## src/rdde_pkg.sv

```systemverilog
`timescale 1ns / 1ps
// ----------------------------------------------------------------------------
// rdde_pkg
// Shared types and codes for the reversible deque drop engine.
// ----------------------------------------------------------------------------
package rdde_pkg;

	localparam int ValueW = 32;

	typedef logic signed [ValueW-1:0] value_t;

	typedef enum logic [1:0] {
		FUNC_LOAD    = 2'd0,
		FUNC_REVERSE = 2'd1,
		FUNC_DROP    = 2'd2,
		FUNC_FINISH  = 2'd3
	} func_t;

	typedef enum logic [1:0] {
		ST_ELEMENT   = 2'd0,
		ST_EMPTY     = 2'd1,
		ST_UNDERFLOW = 2'd2,
		ST_OVERFLOW  = 2'd3
	} status_t;

	typedef struct packed {
		func_t  func;
		value_t value;
	} cmd_t;

	typedef enum logic {
		BK_IDLE   = 1'b0,
		BK_STREAM = 1'b1
	} back_state_t;

endpackage

```

## src/rdde_item_if.sv

```systemverilog
`timescale 1ns / 1ps
// ----------------------------------------------------------------------------
// rdde_item_if
// Request channel into the deque engine: func and value with valid/ready.
// ----------------------------------------------------------------------------
interface rdde_item_if;
	logic             valid;
	logic             ready;
	rdde_pkg::func_t  func;
	rdde_pkg::value_t value;

	modport source(output valid, output func, output value, input ready);
	modport sink(input valid, input func, input value, output ready);
endinterface

```

## src/rdde_result_if.sv

```systemverilog
`timescale 1ns / 1ps
// ----------------------------------------------------------------------------
// rdde_result_if
// Result channel out of the deque engine: status, value and last marker.
// ----------------------------------------------------------------------------
interface rdde_result_if;
	logic              valid;
	logic              ready;
	rdde_pkg::status_t status;
	rdde_pkg::value_t  value_res;
	logic              last;

	modport source(output valid, output status, output value_res, output last, input ready);
	modport sink(input valid, input status, input value_res, input last, output ready);
endinterface

```

## src/rdde_front.sv

```systemverilog
`timescale 1ns / 1ps
// ----------------------------------------------------------------------------
// rdde_front
// Input stage: takes requests, decodes them into commands and registers them.
// ----------------------------------------------------------------------------
module rdde_front (
	input  logic           clk,
	input  logic           arst_n,
	rdde_item_if.sink      item,
	output logic           cmd_valid,
	output rdde_pkg::cmd_t cmd,
	input  logic           cmd_ready
);

	logic           valid_s1;
	rdde_pkg::cmd_t cmd_s1;

	assign item.ready = !valid_s1 || cmd_ready;
	assign cmd_valid  = valid_s1;
	assign cmd        = cmd_s1;

	always_ff @(posedge clk or negedge arst_n) begin
		if (!arst_n) begin
			valid_s1 <= 1'b0;
		end else if (item.ready) begin
			valid_s1 <= item.valid;
		end
	end

	// value only matters for loads; zero it otherwise
	always_ff @(posedge clk) begin
		if (item.valid && item.ready) begin
			cmd_s1.func  <= item.func;
			cmd_s1.value <= (item.func == rdde_pkg::FUNC_LOAD) ? item.value : '0;
		end
	end

endmodule

```

## src/rdde_cmd_q.sv

```systemverilog
`timescale 1ns / 1ps
// ----------------------------------------------------------------------------
// rdde_cmd_q
// Two-entry command queue between the front stage and the deque engine.
// ----------------------------------------------------------------------------
module rdde_cmd_q (
	input  logic           clk,
	input  logic           arst_n,
	input  logic           push_valid,
	input  rdde_pkg::cmd_t push_cmd,
	output logic           push_ready,
	output logic           pop_valid,
	output rdde_pkg::cmd_t pop_cmd,
	input  logic           pop_ready
);

	localparam int Depth = 2;
	localparam int PtrW  = $clog2(Depth);
	localparam int CntW  = $clog2(Depth + 1);

	rdde_pkg::cmd_t      entry_q [Depth];
	logic [PtrW-1:0]     wr_ptr_q;
	logic [PtrW-1:0]     rd_ptr_q;
	logic [CntW-1:0]     cnt_q;
	logic                push_fire;
	logic                pop_fire;

	assign push_ready = (cnt_q != CntW'(Depth));
	assign pop_valid  = (cnt_q != '0);
	assign pop_cmd    = entry_q[rd_ptr_q];
	assign push_fire  = push_valid && push_ready;
	assign pop_fire   = pop_valid && pop_ready;

	always_ff @(posedge clk or negedge arst_n) begin
		if (!arst_n) begin
			wr_ptr_q <= '0;
			rd_ptr_q <= '0;
			cnt_q    <= '0;
		end else begin
			if (push_fire) begin
				wr_ptr_q <= (wr_ptr_q == PtrW'(Depth - 1)) ? '0 : wr_ptr_q + 1'b1;
			end
			if (pop_fire) begin
				rd_ptr_q <= (rd_ptr_q == PtrW'(Depth - 1)) ? '0 : rd_ptr_q + 1'b1;
			end
			if (push_fire && !pop_fire) begin
				cnt_q <= cnt_q + 1'b1;
			end else if (pop_fire && !push_fire) begin
				cnt_q <= cnt_q - 1'b1;
			end
		end
	end

	always_ff @(posedge clk) begin
		if (push_fire) begin
			entry_q[wr_ptr_q] <= push_cmd;
		end
	end

endmodule

```

## src/rdde_back.sv

```systemverilog
`timescale 1ns / 1ps
// ----------------------------------------------------------------------------
// rdde_back
// Deque engine: ring-buffer store, direction and error flags, finish streaming
// through a registered read into the result register.
// ----------------------------------------------------------------------------
module rdde_back #(
	parameter int DEPTH = 32
) (
	input  logic           clk,
	input  logic           arst_n,
	input  logic           cmd_valid,
	input  rdde_pkg::cmd_t cmd,
	output logic           cmd_ready,
	rdde_result_if.source  result
);

	localparam int AW = (DEPTH > 1) ? $clog2(DEPTH) : 1;
	localparam int CW = $clog2(DEPTH + 1);
	localparam logic [AW:0]   DepthW = (AW + 1)'(DEPTH);
	localparam logic [CW-1:0] DepthC = CW'(DEPTH);

	rdde_pkg::value_t      mem [DEPTH];
	rdde_pkg::value_t      rd_data_q;

	rdde_pkg::back_state_t state_q, state_d;
	logic [AW-1:0]         head_q, head_d;
	logic [CW-1:0]         count_q, count_d;
	logic [CW-1:0]         idx_q, idx_d;
	logic                  rev_q, rev_d;
	logic                  udf_q, udf_d;
	logic                  ovf_q, ovf_d;

	logic                  out_valid_q, out_valid_d;
	rdde_pkg::status_t     out_status_q, out_status_d;
	logic                  out_last_q, out_last_d;
	logic                  out_elem_q, out_elem_d;

	logic                  slot_free;
	logic                  wr_en;
	logic                  rd_en;
	logic [AW-1:0]         wr_addr;
	logic [AW-1:0]         rd_addr;
	logic [CW-1:0]         rd_off;
	logic                  stream_last;

	// sum is below twice DEPTH, so one compare and subtract wraps it
	function automatic logic [AW-1:0] wrap_idx(input logic [AW:0] s);
		logic [AW:0] r;
		r = (s >= DepthW) ? s - DepthW : s;
		return r[AW-1:0];
	endfunction

	assign slot_free   = !out_valid_q || result.ready;
	assign wr_addr     = wrap_idx({1'b0, head_q} + (AW + 1)'(count_q));
	assign rd_off      = rev_q ? (count_q - 1'b1 - idx_q) : idx_q;
	assign rd_addr     = wrap_idx({1'b0, head_q} + (AW + 1)'(rd_off));
	assign stream_last = ((idx_q + 1'b1) == count_q);

	assign result.valid     = out_valid_q;
	assign result.status    = out_status_q;
	assign result.value_res = out_elem_q ? rd_data_q : '0;
	assign result.last      = out_last_q;

	always_comb begin
		state_d      = state_q;
		head_d       = head_q;
		count_d      = count_q;
		idx_d        = idx_q;
		rev_d        = rev_q;
		udf_d        = udf_q;
		ovf_d        = ovf_q;
		out_valid_d  = out_valid_q && !result.ready;
		out_status_d = out_status_q;
		out_last_d   = out_last_q;
		out_elem_d   = out_elem_q;
		cmd_ready    = 1'b0;
		wr_en        = 1'b0;
		rd_en        = 1'b0;

		case (state_q)
			rdde_pkg::BK_IDLE: begin
				if (cmd_valid) begin
					case (cmd.func)
						rdde_pkg::FUNC_LOAD: begin
							cmd_ready = 1'b1;
							if (count_q >= DepthC) begin
								ovf_d = 1'b1;
							end else begin
								wr_en   = 1'b1;
								count_d = count_q + 1'b1;
							end
						end
						rdde_pkg::FUNC_REVERSE: begin
							cmd_ready = 1'b1;
							rev_d     = !rev_q;
						end
						rdde_pkg::FUNC_DROP: begin
							cmd_ready = 1'b1;
							if (count_q == '0) begin
								udf_d = 1'b1;
							end else begin
								// reversed: logical front is the physical back
								if (!rev_q) begin
									head_d = wrap_idx({1'b0, head_q} + (AW + 1)'(1));
								end
								count_d = count_q - 1'b1;
							end
						end
						rdde_pkg::FUNC_FINISH: begin
							if (slot_free) begin
								cmd_ready = 1'b1;
								if (udf_q || ovf_q || count_q == '0) begin
									out_valid_d  = 1'b1;
									out_last_d   = 1'b1;
									out_elem_d   = 1'b0;
									if (udf_q) begin
										out_status_d = rdde_pkg::ST_UNDERFLOW;
									end else if (ovf_q) begin
										out_status_d = rdde_pkg::ST_OVERFLOW;
									end else begin
										out_status_d = rdde_pkg::ST_EMPTY;
									end
									head_d  = '0;
									count_d = '0;
									rev_d   = 1'b0;
									udf_d   = 1'b0;
									ovf_d   = 1'b0;
								end else begin
									idx_d   = '0;
									state_d = rdde_pkg::BK_STREAM;
								end
							end
						end
						default: begin
							cmd_ready = 1'b0;
						end
					endcase
				end
			end
			rdde_pkg::BK_STREAM: begin
				if (slot_free) begin
					rd_en        = 1'b1;
					out_valid_d  = 1'b1;
					out_status_d = rdde_pkg::ST_ELEMENT;
					out_last_d   = stream_last;
					out_elem_d   = 1'b1;
					idx_d        = idx_q + 1'b1;
					if (stream_last) begin
						head_d  = '0;
						count_d = '0;
						rev_d   = 1'b0;
						udf_d   = 1'b0;
						ovf_d   = 1'b0;
						state_d = rdde_pkg::BK_IDLE;
					end
				end
			end
			default: begin
				state_d = rdde_pkg::BK_IDLE;
			end
		endcase
	end

	always_ff @(posedge clk or negedge arst_n) begin
		if (!arst_n) begin
			state_q     <= rdde_pkg::BK_IDLE;
			head_q      <= '0;
			count_q     <= '0;
			idx_q       <= '0;
			rev_q       <= 1'b0;
			udf_q       <= 1'b0;
			ovf_q       <= 1'b0;
			out_valid_q <= 1'b0;
		end else begin
			state_q     <= state_d;
			head_q      <= head_d;
			count_q     <= count_d;
			idx_q       <= idx_d;
			rev_q       <= rev_d;
			udf_q       <= udf_d;
			ovf_q       <= ovf_d;
			out_valid_q <= out_valid_d;
		end
	end

	always_ff @(posedge clk) begin
		out_status_q <= out_status_d;
		out_last_q   <= out_last_d;
		out_elem_q   <= out_elem_d;
	end

	// element store: one write port, one registered read port
	always_ff @(posedge clk) begin
		if (wr_en) begin
			mem[wr_addr] <= cmd.value;
		end
	end

	always_ff @(posedge clk) begin
		if (rd_en) begin
			rd_data_q <= mem[rd_addr];
		end
	end

endmodule

```

## src/reversible_deque_drop_engine_unit.sv

```systemverilog
`timescale 1ns / 1ps
// ----------------------------------------------------------------------------
// reversible_deque_drop_engine_unit
// Bounded ring-buffer deque with direction flag, front drop and streamed finish.
// ----------------------------------------------------------------------------
// Load, reverse and drop requests produce no result. A finish request
// produces one result when the list is empty or an error flag is set,
// otherwise it streams the remaining elements in logical order at one per
// cycle while the result slot is free, limited by the single read port of the
// element store; the engine takes the finish request and then sends one
// result per element. Requests pass a front register and a two-entry command
// queue, so up to three new requests are taken while the engine streams; while
// a result waits, only a finish is held back. Loads past DEPTH are discarded
// and reported at finish as overflow; a drop on an empty list is reported at
// finish as an error and takes priority over overflow. Each finish clears the
// list, the direction and both flags.
// ----------------------------------------------------------------------------
module reversible_deque_drop_engine_unit #(
	parameter int DEPTH = 32
) (
	input  logic          clk,
	input  logic          arst_n,
	rdde_item_if.sink     item,
	rdde_result_if.source result
);

	logic           push_valid;
	rdde_pkg::cmd_t push_cmd;
	logic           push_ready;
	logic           pop_valid;
	rdde_pkg::cmd_t pop_cmd;
	logic           pop_ready;

	rdde_front u_front (
		.clk       (clk),
		.arst_n    (arst_n),
		.item      (item),
		.cmd_valid (push_valid),
		.cmd       (push_cmd),
		.cmd_ready (push_ready)
	);

	rdde_cmd_q u_cmd_q (
		.clk        (clk),
		.arst_n     (arst_n),
		.push_valid (push_valid),
		.push_cmd   (push_cmd),
		.push_ready (push_ready),
		.pop_valid  (pop_valid),
		.pop_cmd    (pop_cmd),
		.pop_ready  (pop_ready)
	);

	rdde_back #(
		.DEPTH (DEPTH)
	) u_back (
		.clk       (clk),
		.arst_n    (arst_n),
		.cmd_valid (pop_valid),
		.cmd       (pop_cmd),
		.cmd_ready (pop_ready),
		.result    (result)
	);

endmodule
```

## src/flat_wrapper.sv

```systemverilog
// flat-port wrapper written by rule: the top's interface ports become plain ports
module reversible_deque_drop_engine_unit_flat 
#(
	parameter int DEPTH = 32
)
  (clk, arst_n, item_valid, item_func, item_value, item_ready, result_valid, result_status, result_value_res, result_last, result_ready);
  rdde_item_if item_i ();
  rdde_result_if result_i ();
  input  logic clk;
  input  logic arst_n;
  input wire logic [$bits(item_i.valid)-1:0] item_valid;
  input wire logic [$bits(item_i.func)-1:0] item_func;
  input wire logic [$bits(item_i.value)-1:0] item_value;
  output wire logic [$bits(item_i.ready)-1:0] item_ready;
  output wire logic [$bits(result_i.valid)-1:0] result_valid;
  output wire logic [$bits(result_i.status)-1:0] result_status;
  output wire logic [$bits(result_i.value_res)-1:0] result_value_res;
  output wire logic [$bits(result_i.last)-1:0] result_last;
  input wire logic [$bits(result_i.ready)-1:0] result_ready;
  assign item_i.valid = item_valid;
  assign item_i.func = item_func;
  assign item_i.value = item_value;
  assign item_ready = item_i.ready;
  assign result_valid = result_i.valid;
  assign result_status = result_i.status;
  assign result_value_res = result_i.value_res;
  assign result_last = result_i.last;
  assign result_i.ready = result_ready;
  reversible_deque_drop_engine_unit #(.DEPTH(DEPTH)) u_core (.clk(clk), .arst_n(arst_n), .item(item_i), .result(result_i));
endmodule
```

## config.mk

```make
export PLATFORM = sky130hd
export DESIGN_NAME = reversible_deque_drop_engine_unit_flat
export DESIGN_NICKNAME = d
export VERILOG_FILES = /design/src/rdde_pkg.sv /design/src/rdde_item_if.sv /design/src/rdde_result_if.sv /design/src/rdde_front.sv /design/src/rdde_cmd_q.sv /design/src/rdde_back.sv /design/src/reversible_deque_drop_engine_unit.sv /design/src/flat_wrapper.sv
export SDC_FILE = /design/constraint.sdc
export NUM_CORES = 1
export LEC_CHECK = 0
export BUFFER_PORTS_ARGS = -buffer_cell sky130_fd_sc_hd__buf_4
export CAP_MARGIN = 10
export CELL_PAD_IN_SITES_DETAIL_PLACEMENT = 0
export CELL_PAD_IN_SITES_GLOBAL_PLACEMENT = 1
export CORE_ASPECT_RATIO = 1.4
export CORE_MARGIN = 2
export CORE_UTILIZATION = 59
export CTS_CLUSTER_DIAMETER = 150
export DETAILED_ROUTE_END_ITERATION = 10
export PLACE_DENSITY_LB_ADDON = 0.1
export SETUP_SLACK_MARGIN = 0.05
export SLEW_MARGIN = 20
export SYNTH_ARGS = -nofsm -noshare
export SYNTH_HDL_FRONTEND = slang
export SYNTH_SLANG_ARGS = --single-unit
```

## constraint.sdc

```tcl
create_clock -name clk -period 6.3 [get_ports clk]
set_clock_uncertainty 0.05 [all_clocks]
set_input_delay 0.63 -clock clk [delete_from_list [all_inputs] [get_ports clk]]
set_output_delay 0.63 -clock clk [all_outputs]
set_load 0.01 [all_outputs]
```

== Word level (Yosys, flattened, before mapping) ==
Memories as Yosys holds them, arrays and structs flattened. A register that Yosys moved wholly into a read port is not among the register bits.
Cells that the tools add are included.

* Equal/unequal tests: 23
* Muxes and demuxes: 92
* Bitwise gates (word level): 1
* $add $sub $neg: 14
* Reduce and logical (&&, ||, !) cells: 29
* Order comparisons: 4

{| class="wikitable"
|+ Operators with widths
! kind !! count
|-
| 6-bit two-way mux || 13
|-
| 5-bit two-way mux || 10
|-
| 1-bit two-way mux || 42
|-
| 32-bit two-way mux || 1
|-
| 6-bit >= comparator (second input constant) || 4
|-
| 6-bit case mux with 2 select lines || 2
|-
| 1-bit case mux with 2 select lines || 11
|-
| 3-bit inequality test (second input constant) || 7
|-
| 5-bit case mux with 2 select lines || 2
|-
| 2-bit two-way mux || 9
|-
| 6-bit case mux with 3 select lines || 1
|-
| 8-bit AND reduction || 2
|-
| 5-bit by 1-bit subtractor with 5-bit output (second input constant) || 3
|-
| 7-bit AND reduction || 2
|-
| 5-bit by 6-bit adder with 6-bit output || 2
|-
| 6-bit by 1-bit adder with 6-bit output (second input constant) || 2
|-
| 5-bit AND reduction || 2
|-
| 3-bit by 1-bit inequality test with 1-bit output (second input constant) || 3
|-
| 2-bit by 1-bit inequality test with 1-bit output (second input constant) || 4
|-
| 2-bit inequality test (second input constant) || 4
|-
| 5-bit by 1-bit adder with 6-bit output (second input constant) || 1
|-
| 6-bit == test || 1
|-
| 1-bit logical AND || 6
|-
| 1-bit logical NOT || 6
|-
| 16 further kinds || 23
|}

* Input port bits: 38
* Bits in writable memories: 1,092
* Register bits: 65
* Output and inout bits: 37
* Word-level logic and storage cells: 182
* Memories: 2

{| class="wikitable"
|+ Memories
! name !! words !! bits a word !! rd ports !! clocked after Yosys merged registers in !! write ports !! RTL line !! text
|-
| u_core.u_back.mem || 32 || 32 || 1 || 1 || 1 || rdde_back.sv:23 || <nowiki>rdde_pkg::value_t mem [DEPTH];</nowiki>
|-
| u_core.u_cmd_q.entry_q || 2 || 34 || 1 || 0 || 1 || rdde_cmd_q.sv:21 || <nowiki>rdde_pkg::cmd_t entry_q [Depth];</nowiki>
|}

== Depth between registers and ports, before layout ==
Gate-level depths: netlist (run 1).

* Word-level depth: 10
* Mapped depth: 18
* Gate-level depth less buffers: 16

== Hierarchy ==
Synthesis (run 1) repeated with hierarchy kept, for this count alone.

* Cells, all modules: 2,174
* Area total of the unflattened synthesis: 47,160.2 um^2

{| class="wikitable"
|+ Modules (own cells, without submodules)
! module !! times used !! cells an instance !! area each (um^2) !! sequential area each (um^2)
|-
| rdde_back || 1 || 1,976 || 43,051.3 || 32,381.1
|-
| rdde_cmd_q || 1 || 124 || 2,798.9 || 2,142.1
|-
| rdde_front || 1 || 74 || 1,310.0 || 1,046.0
|}

== Worst setup path before layout (run 1) ==
No wires, ideal clock.

* Kind: register -> register
* Start: register u_core.u_cmd_q.rd_ptr_q
* End: memory u_core.u_back.mem[14][0] in the netlist's numbering (enable)
* Buffers on the path: 3
* Stages on the path, launching flop included: 10
* Required time: 5,829 ps
* Setup slack: 2,162 ps
* Arrival time: 3,667 ps
* Setup time: 421 ps
* Period minus slack after synthesis: 4,138 ps
* Cells stage by stage: dfrtp_1 -> clkbuf_1 -> clkbuf_1 -> mux2i_1 -> ha_1 -> nand2b_1 -> or3_1 -> or3_1 -> clkbuf_1 -> nor2_1

* Word-level cells in the longest chain between the ends: 7

{| class="wikitable"
|+ Ends and longest elaborated chain
! what !! RTL line !! text
|-
| start: declaration || rdde_cmd_q.sv:23 || <nowiki>logic [PtrW-1:0] rd_ptr_q;</nowiki>
|-
| start signal: assignment || rdde_cmd_q.sv:44 || <nowiki>rd_ptr_q <= (rd_ptr_q == PtrW'(Depth - 1)) ? '0 : rd_ptr_q + 1'b1;</nowiki>
|-
| memory 2 x 34 bit || - ||
|-
| 2-bit logical NOT || rdde_back.sv:84 || <nowiki>case (cmd.func)</nowiki>
|-
| 1-bit two-way mux || rdde_back.sv:84 ||
|-
| 1-bit two-way mux || rdde_back.sv:83 || <nowiki>if (cmd_valid) begin</nowiki>
|-
| 1-bit two-way mux || rdde_back.sv:81 || <nowiki>case (state_q)</nowiki>
|-
| 1-bit two-way mux || rdde_back.sv:195 || <nowiki>if (wr_en) begin</nowiki>
|-
| 1-bit two-way mux (not written as such) || rdde_back.sv:196 || <nowiki>mem[wr_addr] <= cmd.value;</nowiki>
|-
| end: declaration || rdde_back.sv:23 ||
|}

Every way passes these cells.

== Worst setup path after layout (run 1) ==
* Start: register u_core.u_back.count_q[2]
* End: register u_core.u_back.rd_data_q[21] (read register of u_core.u_back.mem), data pin

* Word-level cells in the longest chain between the ends: 6
* Elaborated cells between the ends (all ways): 7
* Those cells by class: add/sub (4); order compare (1); mux (2)

{| class="wikitable"
|+ Ends and longest elaborated chain
! what !! RTL line !! text
|-
| start: declaration || rdde_back.sv:28 || <nowiki>logic [CW-1:0] count_q, count_d;</nowiki>
|-
| start signal: assignment || rdde_back.sv:178 || <nowiki>count_q <= count_d;</nowiki>
|-
| 6-bit by 1-bit subtractor with 6-bit output * || rdde_back.sv:56 || <nowiki>assign rd_off = rev_q ? (count_q - 1'b1 - idx_q) : idx_q;</nowiki>
|-
| 6-bit subtractor * || rdde_back.sv:56 ||
|-
| 6-bit two-way mux * || rdde_back.sv:56 ||
|-
| 5-bit by 6-bit adder with 6-bit output * || rdde_back.sv:57 || <nowiki>assign rd_addr = wrap_idx({1'b0, head_q} + (AW + 1)'(rd_off));</nowiki>
|-
| 5-bit by 1-bit subtractor with 5-bit output / 6-bit >= comparator (equally long branches) || rdde_back.sv:50 || <nowiki>r = (s >= DepthW) ? s - DepthW : s;</nowiki>
|-
| 5-bit two-way mux * || rdde_back.sv:50 ||
|-
| end: declaration || rdde_back.sv:24 || <nowiki>rdde_pkg::value_t rd_data_q;</nowiki>
|}

Mark *: on every way between the ends. The rest lies on a longest branch, timed or not.
A chain may end at the register's enable or synchronous reset.

==> results of run 1 <==
## registers in the layout, indices dropped and copies added, names as in the netlist, 2 cells and up
| signal | count |
|---|---|
| u_core.u_back.mem | 1024 |
| u_core.u_back.rd_data_q | 32 |
| u_core.u_front.cmd | 34 |
| u_core.u_back.count_q | 6 |
| u_core.u_back.idx_q | 6 |
| u_core.u_back.head_q | 5 |
| u_core.u_back.result.status | 2 |
| u_core.u_cmd_q.cnt_q | 2 |
| u_core.u_cmd_q.entry_q | 68 |
## what timing repair did
item                      4_1_cts  5_1_grt
buffers inserted                0        0
hold endpoints to repair       27        0
hold buffers                    1        0
gates resized for setup         0        0
## layout make-up
type                            instances  area, um2  area share [%]
Clock inverter                         65        858            1.58
Sequential cell                      1189      35600            65.5
Clock buffer                          129       2840            5.24
Timing Repair Buffer                  152       1370            2.52
Inverter                               17       63.8           0.118
Tap cell                             1071       1340            2.47
Multi-Input combinational cell       1120      12200            22.5
Antenna cell                            1       2.50         0.00461
## worst max-delay path, stage by stage, from the launching register on
cell	delay, ns
dfrtp_1	0.58
nor3_1	0.52
xor2_1	0.21
ha_1	0.29
xnor2_1	0.14
nand2_1	0.06
o21ai_0	0.10
ha_1	0.37
a21oi_1	0.42
and3_2	0.85
buf_12	0.30
o21ai_0	0.10
mux2i_1	0.18
a211oi_1	0.12
nor4_1	0.51
## routing by layer
layer	wire length (um)	share of wire, %
met1	43600	37
met2	60400	51
met3	9790	8.3
met4	3530	3.0
met5	0	0
## cell usage in the layout, fill, tap and decap left out, drive strengths merged, types with 62 or more instances in the layout
master      n
edfxtp   1162
mux4      256
buf       151
clkbuf    129
nand3      85
o21ai      81
and3       70
mux2i      69
and2       66
a211oi     64
nor3b      64
a2111oi    64
nor2       62
## per-stage QoR
stage	hold slack, ns	setup WS (ns)	area [um2]
3_3_place_gp	0.372	1.26	50500
4_1_cts	0.0513	1.22	54200
5_1_grt	0.0708	0.957	54300
6_report	0.0889	1.17	54300
2_1_floorplan	0.284	2.16	48300
3_5_place_dp	0.379	1.25	50500
## worst min-delay path by stage
| stage | from | to | slack [ns] | cells after the start |
|---|---|---|---|---|
| after global placement | u_core.u_front.cmd[29] | u_core.u_cmd_q.entry_q[0][29] | 0.37 | 0 |
| after CTS | item_valid | u_core.u_front.cmd_valid | 0.05 | 2 |
| final | item_valid | u_core.u_front.cmd_valid | 0.09 | 2 |
| after global routing | item_valid | u_core.u_front.cmd_valid | 0.07 | 2 |
| after floorplan | arst_n | u_core.u_back.count_q[0] | 0.28 | 0 |
| after detailed placement | u_core.u_front.cmd[26] | u_core.u_cmd_q.entry_q[1][26] | 0.38 | 0 |
## logic make-up (layout without fill, tap and decap cells)
kind of cell             Yosys count  after routing  share of synthesized area [%]
other                              0              1                              0
flip-flops                      1189           1189                           73.6
XOR/XNOR                          30             30                          0.598
multiplexers                     360            360                           14.3
adder cells (fa/ha/maj)           24             24                          0.668
AND/OR/NAND/NOR                  446            446                           5.28
AO/OA/AOI/OAI                    260            260                           3.84
buffers and inverters            183            363                           1.75
==> reports/metrics.cfg, run 1 <==
[drt]
wire_per_inst_um=31.3
firstDrtPassIters=8
drtAntennaViolNets=0
vias=25200
via_per_inst=6.74
wirelength_mm=117
drc=0
drt-initial-drc-count=2708

[critical_path]
end_kind=flop
crit_arrival_ns=5.50
required_ns=6.67
startpoint=u_core.u_back.count_q[2]
crit_path_max_fanout=35
worstRegToRegCells=14
ff2ff_setup_slack_ns=1.17
cp-endpoint=u_core.u_back.rd_data_q[21]
cp-start-kind=flop
crit_type=flop to flop
reg2reg_to=u_core.u_back.rd_data_q[21]
rr_startpoint=u_core.u_back.count_q[2]

[floorplanning]
coreArea_um2=81500
die_w_um=246
die_y_um=343
row_count=124
die_area_um2=84300
initial_core_util_pct=59.3
io_pins=75

[grt]
grt_max_degree=76
grt_pass1_vias=25700
grt.total_usage_pct=28.4
grt_use_met2_pct=47.9
grt_busiest_layer=met2
antenna_found_initial=1
grt_pass1_wl_mm=171
use_met1_pct=37.7
use_met3_pct=5.27
grt_overflow=0

[placed_design]
numPortBuffers=74
gp_congestion=0.788
dp_cells=3547
dp_hpwl_mm=66.3

[logic_synthesis]
synth_ff_type=edfxtp_1
synth_area_leaders=edfxtp_1, mux4_2, mux2i_1
ys_top_cells_by_count=edfxtp_1, mux4_2, clkbuf_1
synth_edf_count=1162
ys_ff_latch=1189
syn_area_um2=48300
synth_nets=2554
syn_inst=2492
postSynth.asyncResetShare_pct=2.27
yosysSeqAreaShare_pct=73.6
syn_area_per_cell_um2=19.4
synth_area_leader_cell=edfxtp_1
ys_warn_count=0
synth_top_area_share_pct=72.2
synth.distinct_cells=62
yosysMostFrequentCell=edfxtp_1

[finish]
fin_nets=2650
fill_cells=5348
area_delta_synth_final_pct=12.3
layout-drive-gt1-share_pct=24.1
fin_cells=3744
fin_util_pct=66.6

[clocking]
cts_inserted_buffers=108
clock_latency_ns=0.69
tritoncts=yes
cts_root_buf=clkbuf_16
cts_htree_levels=3
cts_sinks=1189
clkSlewWorstSetupHoldPaths_ns=0.07
clock_path_buffers=3

[timing]
max_slew_margin_pct=23.8
timing_hold_violations_final=0
period_share_pct=81.4
setup-violations-final=0
worst-slew-pin-transition_ns=1.14
finalSetupTns_ns=0
slew_violations=0
period_needed_ns=5.13
rsz0062_at_grt=no
clock.fmax_mhz=195

[flow_run]
cap_violations=0

[outcome]
outcome=completed

[hold_path]
min-delay-path-class=input port to flop

Power of run 1 is not shown: default switching activity piles up to over one toggle a cycle in this logic, so the estimate is an artifact.
==> run 2, diff against run 1 <==
--- a/config.mk
+++ b/config.mk
@@ -11,7 +11,7 @@
 export CELL_PAD_IN_SITES_GLOBAL_PLACEMENT = 1
 export CORE_ASPECT_RATIO = 1.4
 export CORE_MARGIN = 2
-export CORE_UTILIZATION = 59
+export CORE_UTILIZATION = 50
 export CTS_CLUSTER_DIAMETER = 150
 export DETAILED_ROUTE_END_ITERATION = 10
 export PLACE_DENSITY_LB_ADDON = 0.1
==> constraint.sdc (replaced) <==
create_clock -name clk -period 4.2 [get_ports clk]
set_clock_uncertainty 0.05 [all_clocks]
set_input_delay 0.42 -clock clk [delete_from_list [all_inputs] [get_ports clk]]
set_output_delay 0.42 -clock clk [all_outputs]
set_load 0.01 [all_outputs]
==> run 2 against run 1 <==
Effect of this change: first-iteration DRC count grew 6.6%; sequential cell count is the same; critical path depth is the same; utilization shrank 6.5 points; die area grew 18%; sequential share of layout area shrank 3.7 points; design area grew 5.9%; setup slack lost 1.1 ns; register-to-register slack lost 1.1 ns; global-route usage shrank 1.4 points; cell count grew 9.2%; largest cell class unchanged.
==> reports/metrics.cfg, run 2 (synthesis results as in run 1) <==
[clocking]
clkSlewWorstSetupHoldPaths_ns=0.06
cts_sinks=1189
tritoncts=yes
cts_root_buf=clkbuf_16
cts_htree_levels=3
cts_inserted_buffers=111
clock_latency_ns=0.72
clock_path_buffers=3

[floorplanning]
row_count=134
die_w_um=267
die_y_um=372
die_area_um2=99200
initial_core_util_pct=50.6
io_pins=75
coreArea_um2=95600

[finish]
layout_common_cells=edfxtp_1, mux4_2, buf_4
layout-drive-gt1-share_pct=31.5
largest_reg_flops=1024
fin_nets=2830
layout_commonest_cell=edfxtp_1
register_area_um2=35600
area_delta_synth_final_pct=18.9
fin_util_pct=60.2
regMostFlops=u_core.u_back.mem
fill_cells=6842
multi_input_area_um2=13000

[drt]
wire_per_inst_um=32.5
drt-initial-drc-count=2888
wirelength_mm=133
drtAntennaViolNets=0
via_per_inst=6.44
drc=0
vias=26300
firstDrtPassIters=7

[critical_path]
crit_arrival_ns=4.47
crit_type=flop to flop
cp-start-kind=flop
required_ns=4.58
crit_path_max_fanout=6
end_kind=flop

[grt]
grt.total_usage_pct=27.0
grt_overflow=0
grt_pass1_wl_mm=188
grt_pass1_vias=26800
grt_max_degree=67
antenna_found_initial=0

[timing]
worst-slew-pin-transition_ns=0.994
slew_violations=0
timing_hold_violations_final=0
period_share_pct=97.4
setup-violations-final=0
max_slew_margin_pct=33.6
clock.fmax_mhz=245
period_needed_ns=4.09
holdWs_ns=0.0680
rsz0062_at_grt=yes

[placed_design]
gp_congestion=0.802
numPortBuffers=74
dp_hpwl_mm=73.0

[outcome]
outcome=completed

[hold_path]
min-delay-path-class=input port to flop

[flow_run]
cap_violations=0

## run 2: cell types whose count changed in the layout (fill, tap and decap cells not counted), moves of 34 or more
cell,before,now
buf_4,135,207
dlygate4sd3_1,1,36
buf_12,13,68
a2111oi_2,0,34
a2111oi_0,55,3
## run 2: worst max-delay path, cell delays in order, from the launching register on
cell and delay (ns):
dfrtp_1 0.40, buf_4 0.15, ha_1 0.19, inv_2 0.07, fa_1 0.41, nand2_1 0.06
o21ai_1 0.10, fa_4 0.85, buf_12 0.18, buf_12 0.16, buf_4 0.13, buf_4 0.11
mux4_2 0.33, a2111oi_4 0.48, nor4_4 0.11
## run 2: repair_timing
action / 4_1_cts / 5_1_grt
cloned: 3 / 2
setup endpoints to repair: 30 / 32
buffers inserted: 8 / 8
gates resized for setup: 106 / 105
hold buffers: 36 / 0
pin swaps: 9 / 22
hold endpoints to repair: 62 / 0
## run 2: routing by layer
layer	vias up	part of all wire, %	track usage [%]
met1	14100	39	36.1
met3	215	6.4	3.15
met2	1107	51	46.2
li1	10900	-	-
met5	-	0	0
met4	0	3.3	9.35
## run 2: path summary, 6_finish.rpt
kind                                          start                       endpoint  slack [ns]  cells past startpoint
setup / recovery           u_core.u_back.count_q[0]    u_core.u_back.rd_data_q[26]        0.11                     14
min in group asynchronous                    arst_n        u_core.u_cmd_q.cnt_q[1]        0.14                      2
max in group asynchronous                    arst_n        u_core.u_cmd_q.rd_ptr_q        3.66                      2
setup reg to reg           u_core.u_back.count_q[0]    u_core.u_back.rd_data_q[26]        0.11                     14
hold / removal                         result_ready     u_core.u_back.result.valid        0.07                      3
hold reg to reg              u_core.u_front.cmd[22]  u_core.u_cmd_q.entry_q[0][22]        0.39                      0
## run 2: area by class of cell
class | count | share of cell area (%)
sequential | 1189 | 61.9
multi-input combinational | 1120 | 22.7
timing repair buffer | 329 | 6.25
clock buffer | 133 | 5.16
tap | 1224 | 2.66
clock inverter | 74 | 1.27
inverter | 17 | 0.111
antenna | 1 | 0.00435
## run 2: through the flow
stage / instances / cell area, um2 / setup TNS (ns) / worst slack (ns)
after CTS: 4077 / 56800 / 0 / 0.0687
after global placement: 3823 / 52200 / -0.853 / -0.223
after global routing: 4086 / 57500 / 0 / 0.0279
after floorplan: 2492 / 48300 / 0 / 0.0620
after detailed placement: 3823 / 52200 / -1.89 / -0.285
final: 4087 / 57500 / 0 / 0.110
Power of run 2 is left out for the same reason.
